[src/hdl/wpm_pkg.sv]
// Shared constants, types and helper functions of the wildcard pattern matcher.
`timescale 1ns / 1ps
package wpm_pkg;

    localparam int PATTERN_MAX = 32;
    localparam int LEN_W       = $clog2(PATTERN_MAX + 1);
    localparam int SYM_W       = 8;
    localparam int KIND_W      = 2;

    localparam logic [KIND_W-1:0] KIND_CLEAR  = 2'd0;
    localparam logic [KIND_W-1:0] KIND_APPEND = 2'd1;
    localparam logic [KIND_W-1:0] KIND_TEXT   = 2'd2;
    localparam logic [KIND_W-1:0] KIND_END    = 2'd3;

    localparam logic [SYM_W-1:0] SYM_STAR     = 8'h2A;
    localparam logic [SYM_W-1:0] SYM_QUESTION = 8'h3F;
    localparam logic [SYM_W-1:0] SYM_UPPER_A  = 8'h41;
    localparam logic [SYM_W-1:0] SYM_UPPER_Z  = 8'h5A;
    localparam logic [SYM_W-1:0] SYM_LOWER_A  = 8'h61;

    typedef logic [PATTERN_MAX:0] t_pos_vec;

    typedef struct packed {
        logic wr_en;
        logic load;
        logic init;
        logic used;
        logic act_n;
    } t_cell_ctl;

    typedef struct packed {
        logic act;
        logic star_n;
        logic fwd;
        logic stay;
    } t_cell_stat;

    function automatic logic [SYM_W-1:0] fold_case(input logic [SYM_W-1:0] c);
        logic [SYM_W-1:0] r;
        r = c;
        if ((c >= SYM_UPPER_A) && (c <= SYM_UPPER_Z)) begin
            r = c - SYM_UPPER_A + SYM_LOWER_A;
        end
        return r;
    endfunction

endpackage

[src/hdl/wpm_cell.sv]
// One pattern position: stored symbol, active bit and the per-symbol match step.
`timescale 1ns / 1ps
module wpm_cell (
    input  logic                       i_clk,
    input  logic                       i_rst_n,
    input  wpm_pkg::t_cell_ctl         i_ctl,
    input  logic [wpm_pkg::SYM_W-1:0]  i_sym,
    output wpm_pkg::t_cell_stat        o_stat
);
    import wpm_pkg::*;

    logic [SYM_W-1:0] r_sym;
    logic [SYM_W-1:0] n_sym;
    logic             r_act;
    logic             n_act;
    logic             star_cur;
    logic             sym_match;

    assign star_cur  = (r_sym == SYM_STAR);
    assign sym_match = (r_sym == SYM_QUESTION) || (fold_case(r_sym) == fold_case(i_sym));

    always_comb begin
        n_sym = i_ctl.wr_en ? i_sym : r_sym;
        n_act = i_ctl.load ? i_ctl.act_n : r_act;
    end

    always_ff @(posedge i_clk) begin
        r_sym <= n_sym;
    end

    always_ff @(posedge i_clk) begin
        if (!i_rst_n) begin
            r_act <= i_ctl.init;
        end else begin
            r_act <= n_act;
        end
    end

    assign o_stat.act    = r_act;
    assign o_stat.star_n = i_ctl.wr_en ? (i_sym == SYM_STAR) : star_cur;
    assign o_stat.fwd    = r_act && i_ctl.used && !star_cur && sym_match;
    assign o_stat.stay   = r_act && i_ctl.used && star_cur;

endmodule

[src/hdl/wpm_closure.sv]
// Star closure of a position set, done as a carry chain through runs of stars.
`timescale 1ns / 1ps
module wpm_closure (
    input  wpm_pkg::t_pos_vec i_seed,
    input  wpm_pkg::t_pos_vec i_prop,
    output wpm_pkg::t_pos_vec o_act
);
    import wpm_pkg::*;

    t_pos_vec gen;
    t_pos_vec sum;
    t_pos_vec carry;

    // A carry enters position i+1 when an active star at or below i is
    // followed only by stars up to i.
    assign gen   = i_seed & i_prop;
    assign sum   = gen + i_prop;
    assign carry = sum ^ gen ^ i_prop;
    assign o_act = i_seed | carry;

endmodule

[src/hdl/wildcard_pattern_matcher_unit.sv]
// Top level of the wildcard pattern matcher: a row of position cells and a verdict register.
// Throughput: one transaction per cycle, in every kind, with no gaps while the result side does not stall.
// The verdict of an end-of-text transaction is registered and shown in the cycle after its acceptance.
// Each accepted transaction updates the cell row through the closure carry chain.
// Reset is synchronous: the pattern is empty, overflow is clear and position zero is active.
// Stored pattern symbols are not cleared by reset; only positions below the length are used.
`timescale 1ns / 1ps
module wildcard_pattern_matcher_unit (
    input  logic                        i_clk,
    input  logic                        i_rst_n,
    input  logic                        i_valid,
    output logic                        o_stall,
    input  logic [wpm_pkg::KIND_W-1:0]  i_kind,
    input  logic [wpm_pkg::SYM_W-1:0]   i_symbol,
    output logic                        o_valid,
    input  logic                        i_stall,
    output logic                        o_matched,
    output logic                        o_pattern_overflow
);
    import wpm_pkg::*;

    logic [LEN_W-1:0] r_len;
    logic [LEN_W-1:0] n_len;
    logic             r_ovf;
    logic             n_ovf;
    logic             r_act_end;
    logic             n_act_end;
    logic             r_out_valid;
    logic             n_out_valid;
    logic             r_matched;
    logic             r_out_ovf;

    logic             acc;
    logic             is_text;
    logic             is_end;
    logic             full;

    t_cell_ctl        cell_ctl  [PATTERN_MAX];
    t_cell_stat       cell_stat [PATTERN_MAX];

    t_pos_vec         act_all;
    t_pos_vec         pre;
    t_pos_vec         prop;
    t_pos_vec         seed;
    t_pos_vec         clos;

    assign acc     = i_valid && !o_stall;
    assign is_text = (i_kind == KIND_TEXT);
    assign is_end  = (i_kind == KIND_END);
    assign full    = (r_len == LEN_W'(PATTERN_MAX));

    always_comb begin
        n_len = r_len;
        n_ovf = r_ovf;
        if (acc) begin
            case (i_kind)
                KIND_CLEAR: begin
                    n_len = '0;
                    n_ovf = 1'b0;
                end
                KIND_APPEND: begin
                    if (full) begin
                        n_ovf = 1'b1;
                    end else begin
                        n_len = r_len + LEN_W'(1);
                    end
                end
                default: begin
                    n_len = r_len;
                end
            endcase
        end
    end

    genvar gi;
    generate
        for (gi = 0; gi < PATTERN_MAX; gi++) begin : g_cell
            assign cell_ctl[gi].wr_en = acc && (i_kind == KIND_APPEND)
                                        && (r_len == LEN_W'(gi));
            assign cell_ctl[gi].load  = acc;
            assign cell_ctl[gi].init  = (gi == 0);
            assign cell_ctl[gi].used  = (LEN_W'(gi) < r_len);
            assign cell_ctl[gi].act_n = clos[gi];

            wpm_cell u_cell (
                .i_clk   (i_clk),
                .i_rst_n (i_rst_n),
                .i_ctl   (cell_ctl[gi]),
                .i_sym   (i_symbol),
                .o_stat  (cell_stat[gi])
            );

            assign act_all[gi] = cell_stat[gi].act;
            assign prop[gi]    = cell_stat[gi].star_n && (LEN_W'(gi) < n_len);
            if (gi == 0) begin : g_first
                assign pre[gi] = cell_stat[gi].stay;
            end else begin : g_rest
                assign pre[gi] = cell_stat[gi].stay || cell_stat[gi-1].fwd;
            end
        end
    endgenerate

    assign act_all[PATTERN_MAX] = r_act_end;
    assign prop[PATTERN_MAX]    = 1'b0;
    assign pre[PATTERN_MAX]     = cell_stat[PATTERN_MAX-1].fwd;

    // Every non-text transaction re-arms the set from position zero under the new pattern.
    assign seed = is_text ? pre : t_pos_vec'(1);

    wpm_closure u_closure (
        .i_seed (seed),
        .i_prop (prop),
        .o_act  (clos)
    );

    always_comb begin
        n_act_end   = acc ? clos[PATTERN_MAX] : r_act_end;
        n_out_valid = r_out_valid && i_stall;
        if (acc && is_end) begin
            n_out_valid = 1'b1;
        end
    end

    always_ff @(posedge i_clk) begin
        if (!i_rst_n) begin
            r_len       <= '0;
            r_ovf       <= 1'b0;
            r_act_end   <= 1'b0;
            r_out_valid <= 1'b0;
        end else begin
            r_len       <= n_len;
            r_ovf       <= n_ovf;
            r_act_end   <= n_act_end;
            r_out_valid <= n_out_valid;
        end
    end

    always_ff @(posedge i_clk) begin
        if (acc && is_end) begin
            r_matched <= act_all[r_len] && !r_ovf;
            r_out_ovf <= r_ovf;
        end
    end

    assign o_stall            = r_out_valid && i_stall;
    assign o_valid            = r_out_valid;
    assign o_matched          = r_matched;
    assign o_pattern_overflow = r_out_ovf;

endmodule

[config.mk]
export PLATFORM = sky130hd
export DESIGN_NAME = wildcard_pattern_matcher_unit
export DESIGN_NICKNAME = d
export VERILOG_FILES = /design/src/hdl/wpm_pkg.sv /design/src/hdl/wpm_cell.sv /design/src/hdl/wpm_closure.sv /design/src/hdl/wildcard_pattern_matcher_unit.sv
export SDC_FILE = /design/constraint.sdc
export NUM_CORES = 1
export LEC_CHECK = 0
export BUFFER_PORTS_ARGS = -buffer_cell sky130_fd_sc_hd__buf_2
export CORE_ASPECT_RATIO = 0.6
export CORE_MARGIN = 2
export CORE_UTILIZATION = 34
export CTS_BUF_LIST = sky130_fd_sc_hd__clkbuf_8
export CTS_CLUSTER_DIAMETER = 30
export DETAILED_ROUTE_END_ITERATION = 8
export PLACE_DENSITY = 0.47
export SKIP_LAST_GASP = 1
export SYNTH_ARGS = -nofsm -noshare
export SYNTH_HDL_FRONTEND = slang
export SYNTH_SLANG_ARGS = --single-unit
export TNS_END_PERCENT = 50
[constraint.sdc]
create_clock -name i_clk -period 5.7 [get_ports i_clk]
set_input_delay 0.855 -clock i_clk [delete_from_list [all_inputs] [get_ports i_clk]]
set_output_delay 0.855 -clock i_clk [all_outputs]
set_load 0.005 [all_outputs]
==> impl_metrics.py, run 1 <==
metrics = {
    "power_and_ir_drop": {
        "power.share.clock_pct": 47.5,
        "p_leak_nw": 7.48,
        "combPwrFrac_pct": 7.6,
        "power-per-cell-area_nw_per_um2": 233,
        "vdd_drop_max_mv": 0.180,
        "sw_frac_of_total_pct": 26.0,
        "total_power_mw": 5.36,
        "intPower_mw": 3.97,
        "power_frac_seq_pct": 44.9,
        "p_sw_mw": 1.39,
    },
    "yosys": {
        "synth_ff_type": "edfxtp_1",
        "synth_top_cell_area_share_pct": 38.5,
        "synthTopCellsByArea": "edfxtp_1, xor2_1, xnor2_1",
        "netlist-cell-type-count": 110,
        "synth_top_cell_by_area": "edfxtp_1",
        "syn_area_um2": 20100,
        "ys_ff_latch": 299,
        "syn_inst": 2033,
        "syn_area_per_cell_um2": 9.89,
        "synth_edf_count": 258,
        "synth_common_cells": "edfxtp_1, nor2_1, nand2_1, xor2_1, xnor2_1",
        "yosys.cell_count.top_type": "edfxtp_1",
        "async_reset_ff_share_pct": 0,
        "yosysWarnings": 0,
        "syn-num-nets": 2085,
        "ys_seq_area_share_pct": 42.6,
    },
    "sta": {
        "relSlewSlack_pct": 35.1,
        "rsz0062_at_grt": "false",
        "worstMarginPinSlew_ps": 964,
        "period_share_pct": 88.5,
        "fin_skew_ps": 49.4,
        "slew_viol_final": 0,
        "report.final.hold_viol_count": 0,
        "setup_ws_ps": 656,
        "fmax_mhz": 198,
        "setup_viol": 0,
        "tns_ps": 0,
        "hold_slack_ps": 492,
        "fin_crit_ps": 5040,
    },
    "routing": {
        "drt-initial-drc-count": 1933,
        "via_per_inst": 5.95,
        "wl_per_cell_um": 24.3,
        "ant_nets": 0,
        "dr_total_vias": 17637,
        "routed_wl_um": 71900,
        "first_pass_iters": 5,
        "drcViolationCount": 0,
    },
    "finish": {
        "seq_area_um2": 8570,
        "area_growth_pct": 14.3,
        "drive_above_1_share_pct": 13.6,
        "stdcell_count": 2962,
        "nets": 2189,
        "fin_util_pct": 39.7,
        "multiInputGateArea_um2": 11000,
        "stdcell_area_um2": 23000,
        "num-fill-cells": 5663,
    },
    "die": {
        "die_area_um2": 61200,
        "core_um2": 57900,
        "row_count": 68,
        "num_io_pins": 18,
        "start_util_pct": 34.7,
        "dieHeight_um": 192,
        "die_w_um": 318,
    },
    "clock_tree": {
        "cts-root-buf": "clkbuf_8",
        "clkTransAtPathRegs_ps": 60,
        "numCtsBuffers": 69,
        "post-cts-setup-buffer-count": 0,
        "cts_max_path_buffers": 3,
        "cts_tree": "yes",
        "cts.sinks": 299,
        "clkLatencyLatePin_ps": 680,
        "cts_resized": 0,
        "cts.htree.levels": 3,
        "hold_buffers": 0,
    },
    "global_route": {
        "antenna_found_initial": 5,
        "grt_use_total_pct": 23.4,
        "grt_start_max_net_pins": 65,
        "grt_pass1_vias": 16441,
        "overflow": 0,
        "grt_pass1_wl_um": 107000,
    },
    "worst_setup_path": {
        "path_cells": "ha_1, nand3_1, a311oi_1, buf_4, and3_1, and2_1, a311o_1, o311ai_0, a221oi_1, nor4_1, nor2_1, o211ai_1, o221a_2",
        "setup.worst_path.start_class": "register",
        "r2r_slack_ps": 660,
        "timing.critical_path.slowest_stage_cell": "a311oi_1",
        "crit_arrival_ps": 5610,
        "end_kind": "register",
        "critical_path_required_ps": 6270,
        "crit_fanout": 10,
        "critPathKind": "register to register",
        "worst_path_largest_cell_delay_ps": 740,
    },
    "placement": {
        "placed_area_um2": 21600,
        "place_inst": 2836,
        "gp_congestion": 1.01,
        "hpwl_um": 51600,
        "place.port_buffers": 17,
        "pre_cts_ws_ps": 476,
    },
    "job": {
        "cap_violations": 0,
    },
    "outcome": {
        "status": "complete, no violations",
    },
    "worst_hold_path": {
        "hold_class": "register to register",
    },
}
critical path: cells and delay by family (launching register included):
family	cells	cell delay, ps
buf+inv	1	320
fa+ha+maj	1	460
simple gates	5	1130
flops	1	610
compound gates	6	2390
layout make-up:
| type | instances | share of cell area (%) |
|---|---|---|
| well taps | 770 | 4.19 |
| clock inverters | 52 | 1.85 |
| repair buffers | 113 | 3.72 |
| flip-flops and latches | 299 | 37.3 |
| clock buffers | 73 | 4.37 |
| diodes | 1 | 0.0109 |
| inverters | 55 | 0.898 |
| multi-input cells | 1599 | 47.7 |
per-layer routing:
metal	up-vias	share of wire, %	global-route usage [%]
met5	-	0	0
met4	0	1.6	5.11
met3	87	9.9	6.78
met2	806	38	31.0
met1	8640	51	36.4
li1	8104	-	-
cell families (layout without fill, tap and decap cells):
kind of cell	count (synthesis)	count (layout)	share of synthesized area, %
buffers and inverters	135	293	3.02
other	0	1	0
XOR/XNOR	249	249	10.8
flip-flops	299	299	42.6
adder cells (fa/ha/maj)	38	38	2.36
AND/OR/NAND/NOR	764	764	20.2
AO/OA/AOI/OAI	513	513	18.5
multiplexers	35	35	2.40
sequential cells by signal, summed over array words and instances (netlist names):
register             count
g_cell.u_cell.r_act     32
r_len                    6
o_valid                  1
o_pattern_overflow       1
r_ovf                    1
r_act_end                1
g_cell.u_cell.r_sym    256
o_matched                1
power by group through the flow:
stage / clock network, mW / registers, mW / logic (mW)
floorplan: 0 / 2.44 / 0.244
global placement: 0 / 2.45 / 0.399
detailed placement: 0 / 2.45 / 0.404
CTS: 2.62 / 2.40 / 0.405
global route: 2.73 / 2.40 / 0.437
finish: 2.55 / 2.40 / 0.407
placed cells by master, fill, tap and decap left out, types with 10 or more instances in the layout:
cell type / n
buf_2: 12
and2_1: 19
and3_1: 20
or4_1: 36
nor3_1: 82
mux2i_1: 19
nand3_1: 88
inv_1: 65
o21ai_0: 107
or2_2: 15
o32ai_1: 19
nor3b_1: 11
or3_1: 32
edfxtp_1: 258
nand2b_1: 19
o41ai_1: 26
nor2_1: 157
nand2_1: 133
a41oi_1: 15
mux4_2: 10
nor2b_1: 17
buf_4: 98
o211ai_1: 11
o21a_1: 22
o31ai_1: 19
xor2_1: 128
a21oi_1: 83
o22ai_1: 18
clkbuf_8: 73
nor4_1: 29
clkinv_2: 12
a31oi_1: 36
dfxtp_1: 41
xnor2_1: 121
ha_1: 38
a21o_1: 14
o32a_1: 12
o21bai_1: 12
nand4_1: 53
worst paths after layout:
check,start,to,depth (start not counted)
setup / recovery,r_len[1],g_cell[27].u_cell.r_act,13
hold reg to reg,g_cell[7].u_cell.r_act,g_cell[7].u_cell.r_act,2
hold / removal,g_cell[7].u_cell.r_act,g_cell[7].u_cell.r_act,2
setup reg to reg,r_len[1],g_cell[27].u_cell.r_act,13
Note: power is estimated with default switching activity, not from simulation.
==> run 2, diff against run 1 <==
--- a/config.mk
+++ b/config.mk
@@ -6,7 +6,7 @@
 export NUM_CORES = 1
 export LEC_CHECK = 0
 export BUFFER_PORTS_ARGS = -buffer_cell sky130_fd_sc_hd__buf_2
-export CORE_ASPECT_RATIO = 0.6
+export CORE_ASPECT_RATIO = 1.1
 export CORE_MARGIN = 2
 export CORE_UTILIZATION = 34
 export CTS_BUF_LIST = sky130_fd_sc_hd__clkbuf_8
==> run 2 against run 1 <==
Net effect: critical path depth is the same; final cell count fell by 0.30%; sequential power about the same; first-iteration DRC count decreased by 30%; critical endpoint unchanged.
==> impl_metrics.py, run 2 (synthesized netlist as in run 1, its figures left out) <==
metrics = {
    "outcome": {
        "status": "complete, no violations",
    },
    "global_route": {
        "antenna_found_initial": 7,
        "grt_start_max_net_pins": 65,
        "grt_use_total_pct": 22.6,
        "grt_pass1_wl_um": 105000,
        "overflow": 0,
        "grt_pass1_vias": 17134,
    },
    "worst_setup_path": {
        "critical_path_required_ps": 6250,
        "r2r_slack_ps": 640,
        "reg2regPathDepth": 13,
        "endpoint": "g_cell[27].u_cell.r_act",
        "critPathLaunch": "r_len[1]",
        "critPathKind": "register to register",
        "crit_arrival_ps": 5610,
        "reg2reg_from": "r_len[1]",
        "end_kind": "register",
        "setup.worst_path.start_class": "register",
        "crit_fanout": 14,
        "timing.rr.end": "g_cell[27].u_cell.r_act",
    },
    "placement": {
        "place.port_buffers": 17,
        "placed_area_um2": 21500,
        "gp_congestion": 0.970,
        "hpwl_um": 49300,
    },
    "sta": {
        "worstMarginPinSlew_ps": 931,
        "setup_viol": 0,
        "fin_crit_ps": 5060,
        "report.final.hold_viol_count": 0,
        "rsz0062_at_grt": "false",
        "fin_skew_ps": 23.3,
        "relSlewSlack_pct": 37.2,
        "period_share_pct": 88.8,
        "tns_ps": 0,
        "fmax_mhz": 198,
        "slew_viol_final": 0,
    },
    "finish": {
        "nets": 2184,
        "drive_above_1_share_pct": 13.5,
        "num-fill-cells": 5720,
        "stdcell_area_um2": 23200,
        "area_growth_pct": 15.3,
        "layout_common_cells": "edfxtp_1, nor2_1, nand2_1",
        "largest_register": "g_cell.u_cell.r_sym",
        "mostFrequentLayoutCell": "edfxtp_1",
        "top_regs": "g_cell.u_cell.r_sym (256), g_cell.u_cell.r_act (32), r_len (6)",
        "largest_reg_flops": 256,
        "fin_util_pct": 39.6,
    },
    "clock_tree": {
        "clkTransAtPathRegs_ps": 50,
        "clkLatencyLatePin_ps": 670,
        "cts_max_path_buffers": 3,
        "cts.htree.levels": 3,
        "numCtsBuffers": 77,
        "cts.sinks": 299,
        "cts_tree": "yes",
        "cts-root-buf": "clkbuf_8",
        "cts_resized": 0,
        "hold_buffers": 0,
        "post-cts-setup-buffer-count": 0,
    },
    "die": {
        "die_area_um2": 61100,
        "row_count": 93,
        "die_w_um": 236,
        "num_io_pins": 18,
        "start_util_pct": 34.4,
        "dieHeight_um": 259,
        "core_um2": 58500,
    },
    "routing": {
        "wl_per_cell_um": 23.6,
        "drt-initial-drc-count": 1345,
        "ant_nets": 0,
        "first_pass_iters": 5,
        "drcViolationCount": 0,
        "dr_total_vias": 17257,
        "via_per_inst": 5.84,
        "routed_wl_um": 69600,
    },
    "power_and_ir_drop": {
        "vdd_drop_max_mv": 0.139,
        "p_leak_nw": 7.57,
        "power-per-cell-area_nw_per_um2": 250,
    },
    "job": {
        "cap_violations": 0,
    },
    "worst_hold_path": {
        "hold_class": "register to register",
    },
}
[run 2: changes by cell type in the layout (fill, tap and decap cells not counted)]
cell,change
clkinv_1,+3
buf_12,+2
clkbuf_8,+5
inv_6,-2
bufinv_16,+7
inv_8,+3
clkinv_4,-3
buf_4,-15
clkinvlp_4,+1
[run 2: worst min-delay path by stage]
| stage | cells after the start | start | endpoint |
|---|---|---|---|
| 2_1_floorplan | 0 | r_ovf | o_pattern_overflow |
| 3_3_place_gp | 0 | r_ovf | o_pattern_overflow |
| 3_5_place_dp | 0 | r_ovf | o_pattern_overflow |
| 4_1_cts | 0 | r_ovf | o_pattern_overflow |
| 5_1_grt | 0 | r_ovf | o_pattern_overflow |
| 6_report | 0 | r_ovf | o_pattern_overflow |
[run 2: area by class of cell]
class	instances	area, um2	share of cell area [%]
sequential	299	8570	36.9
multi-input combinational	1599	11000	47.3
clock inverter	61	644	2.78
antenna	1	2.50	0.0108
timing repair buffer	100	783	3.38
clock buffer	78	1070	4.63
inverter	55	206	0.890
tap	760	951	4.10
[run 2: power breakdown]
group | switching (mW) | internal (mW) | leakage [nW]
registers | 0.0145 | 2.39 | 2.66
logic | 0.271 | 0.134 | 4.03
clock network | 1.14 | 1.84 | 0.889
[run 2: worst max-delay path: stages (launching register included)]
cell and delay (ps):
dfxtp_1 630, buf_4 360, nand3_2 180, o211a_1 320
a221oi_4 390, and2_0 470, a311oi_1 240, nor4_1 310
o311ai_0 200, a221oi_1 840, nor4_1 110, nor2_1 340
o211ai_1 250, o221a_2 290
[run 2: layer usage]
layer	global-route usage, %	part of all wire, %	wire, um	up-vias
met5	0	0	0	-
li1	-	-	-	8082
met2	38.1	47	33000	576
met4	10.2	3.9	2690	0
met3	3.15	5.2	3650	149
met1	28.8	43	30300	8450
[run 2: per-stage QoR]
step	instances	hold WS, ps	setup WS (ps)	power, mW
floorplan	2033	432	1160	2.69
global route	2953	474	360	6.01
CTS	2952	470	746	5.88
detailed placement	2813	455	573	2.85
finish	2953	467	640	5.80
global placement	2813	454	627	2.85
==> run 3, diff against run 2 <==
--- a/config.mk
+++ b/config.mk
@@ -5,14 +5,14 @@
 export SDC_FILE = /design/constraint.sdc
 export NUM_CORES = 1
 export LEC_CHECK = 0
-export BUFFER_PORTS_ARGS = -buffer_cell sky130_fd_sc_hd__buf_2
+export BUFFER_PORTS_ARGS = -buffer_cell sky130_fd_sc_hd__buf_4
 export CORE_ASPECT_RATIO = 1.1
 export CORE_MARGIN = 2
 export CORE_UTILIZATION = 34
 export CTS_BUF_LIST = sky130_fd_sc_hd__clkbuf_8
 export CTS_CLUSTER_DIAMETER = 30
 export DETAILED_ROUTE_END_ITERATION = 8
-export PLACE_DENSITY = 0.47
+export PLACE_DENSITY_LB_ADDON = 0.08
 export SKIP_LAST_GASP = 1
 export SYNTH_ARGS = -nofsm -noshare
 export SYNTH_HDL_FRONTEND = slang
==> run 3 against run 2 <==
Net effect: register-to-register slack gained 190 ps; clock power grew 13%; non-clock buffer count grew 5; final cell count grew 0.81%; critical endpoint is now r_act_end.
==> impl_metrics.py, run 3 (synthesized netlist as in run 1, its figures left out) <==
metrics = {
    "outcome": {
        "status": "complete, no violations",
    },
    "clock_tree": {
        "cts_tree": "yes",
        "clkLatencyLatePin_ps": 670,
        "cts.sinks": 299,
        "cts_max_path_buffers": 3,
        "clkTransAtPathRegs_ps": 50,
        "hold_buffers": 0,
        "cts_resized": 0,
        "numCtsBuffers": 87,
        "cts.htree.levels": 3,
        "cts-root-buf": "clkbuf_8",
        "post-cts-setup-buffer-count": 0,
    },
    "die": {
        "dieHeight_um": 259,
        "die_w_um": 236,
        "die_area_um2": 61100,
        "num_io_pins": 18,
        "core_um2": 58500,
        "start_util_pct": 34.4,
        "row_count": 93,
    },
    "finish": {
        "drive_above_1_share_pct": 13.9,
        "layout_common_cells": "edfxtp_1, nor2_1, nand2_1",
        "largest_register": "g_cell.u_cell.r_sym",
        "fin_util_pct": 40.2,
        "nets": 2199,
        "area_growth_pct": 16.9,
        "stdcell_count": 2977,
        "largest_reg_flops": 256,
        "mostFrequentLayoutCell": "edfxtp_1",
        "top_regs": "g_cell.u_cell.r_sym (256), g_cell.u_cell.r_act (32), r_len (6)",
        "stdcell_area_um2": 23500,
    },
    "job": {
        "cap_violations": 0,
    },
    "routing": {
        "drcViolationCount": 0,
        "drt-initial-drc-count": 1106,
        "ant_nets": 0,
        "first_pass_iters": 5,
        "via_per_inst": 5.84,
        "wl_per_cell_um": 23.5,
        "routed_wl_um": 70000,
        "dr_total_vias": 17384,
    },
    "placement": {
        "placed_area_um2": 21500,
        "hpwl_um": 50600,
        "place_inst": 2818,
        "pre_cts_ws_ps": 711,
        "place.port_buffers": 17,
        "gp_congestion": 0.955,
    },
    "worst_setup_path": {
        "reg2reg_from": "r_len[3]",
        "crit_arrival_ps": 5420,
        "critPathLaunch": "r_len[3]",
        "end_kind": "register",
        "crit_fanout": 20,
        "critical_path_required_ps": 6250,
        "critPathKind": "register to register",
        "setup.worst_path.start_class": "register",
    },
    "global_route": {
        "antenna_found_initial": 2,
        "grt_start_max_net_pins": 53,
        "grt_pass1_vias": 17441,
        "grt_use_total_pct": 22.8,
        "overflow": 0,
        "grt_pass1_wl_um": 106000,
    },
    "sta": {
        "rsz0062_at_grt": "false",
        "fin_skew_ps": 31.5,
        "fmax_mhz": 205,
        "setup_ws_ps": 831,
        "setup_viol": 0,
        "tns_ps": 0,
        "fin_crit_ps": 4870,
        "relSlewSlack_pct": 35.8,
        "worstMarginPinSlew_ps": 954,
        "period_share_pct": 85.4,
        "report.final.hold_viol_count": 0,
        "slew_viol_final": 0,
    },
    "power_and_ir_drop": {
        "vdd_drop_max_mv": 0.171,
        "power-per-cell-area_nw_per_um2": 264,
        "p_leak_nw": 7.73,
    },
    "worst_hold_path": {
        "hold_class": "register to register",
        "hp-start": "g_cell[5].u_cell.r_act",
    },
}
## run 3: changes by cell type in the layout (fill, tap and decap cells not counted), moves of 3 or more
cell	before	now
inv_8	3	0
clkbuf_8	78	88
buf_4	83	101
bufinv_16	12	17
clkinv_1	8	18
buf_2	12	0
## run 3: final timing paths
check,end,slack (ps),cells after the start
setup / recovery,r_act_end,830,18
hold / removal,g_cell[5].u_cell.r_act,480,2
setup reg to reg,r_act_end,830,18
hold reg to reg,g_cell[5].u_cell.r_act,480,2
## run 3: metal layers
| layer | track usage (%) | wire (um) | up-vias |
|---|---|---|---|
| met5 | 0 | 0 | - |
| met4 | 9.85 | 2500 | 0 |
| met3 | 4.12 | 3510 | 148 |
| met2 | 38.6 | 33300 | 484 |
| met1 | 28.6 | 30700 | 8634 |
| li1 | - | - | 8118 |
## run 3: area by class of cell
class	instances	area (um2)
clock inverter	70	769
multi-input combinational	1599	11000
tap	760	951
antenna	1	2.50
timing repair buffer	105	838
fill	5782	35000
sequential	299	8570
clock buffer	88	1210
inverter	55	206
## run 3: worst max-delay path, stage by stage (launching register included)
cell and delay [ps]:
dfxtp_1 620, buf_4 360, or3_1 310, o21ai_0 180
or2_2 350, o32ai_1 290, a41o_1 250, a311oi_1 80
ha_1 220, or2_2 290, a211oi_2 260, o211ai_2 170
a311oi_2 320, buf_4 210, o31ai_4 80, a31oi_2 370
a211oi_2 150, o21ai_1 170, a211oi_2 80
## run 3: metrics by stage
step / hold slack [ps] / power [mW]
2_1_floorplan: 432 / 2.69
3_3_place_gp: 474 / 2.85
3_5_place_dp: 475 / 2.85
4_1_cts: 482 / 6.28
5_1_grt: 506 / 6.44
6_report: 482 / 6.20
## run 3: power breakdown
part           switching (mW)  internal (mW)
clock                    1.19           2.21
combinational           0.268          0.135
sequential             0.0135           2.39
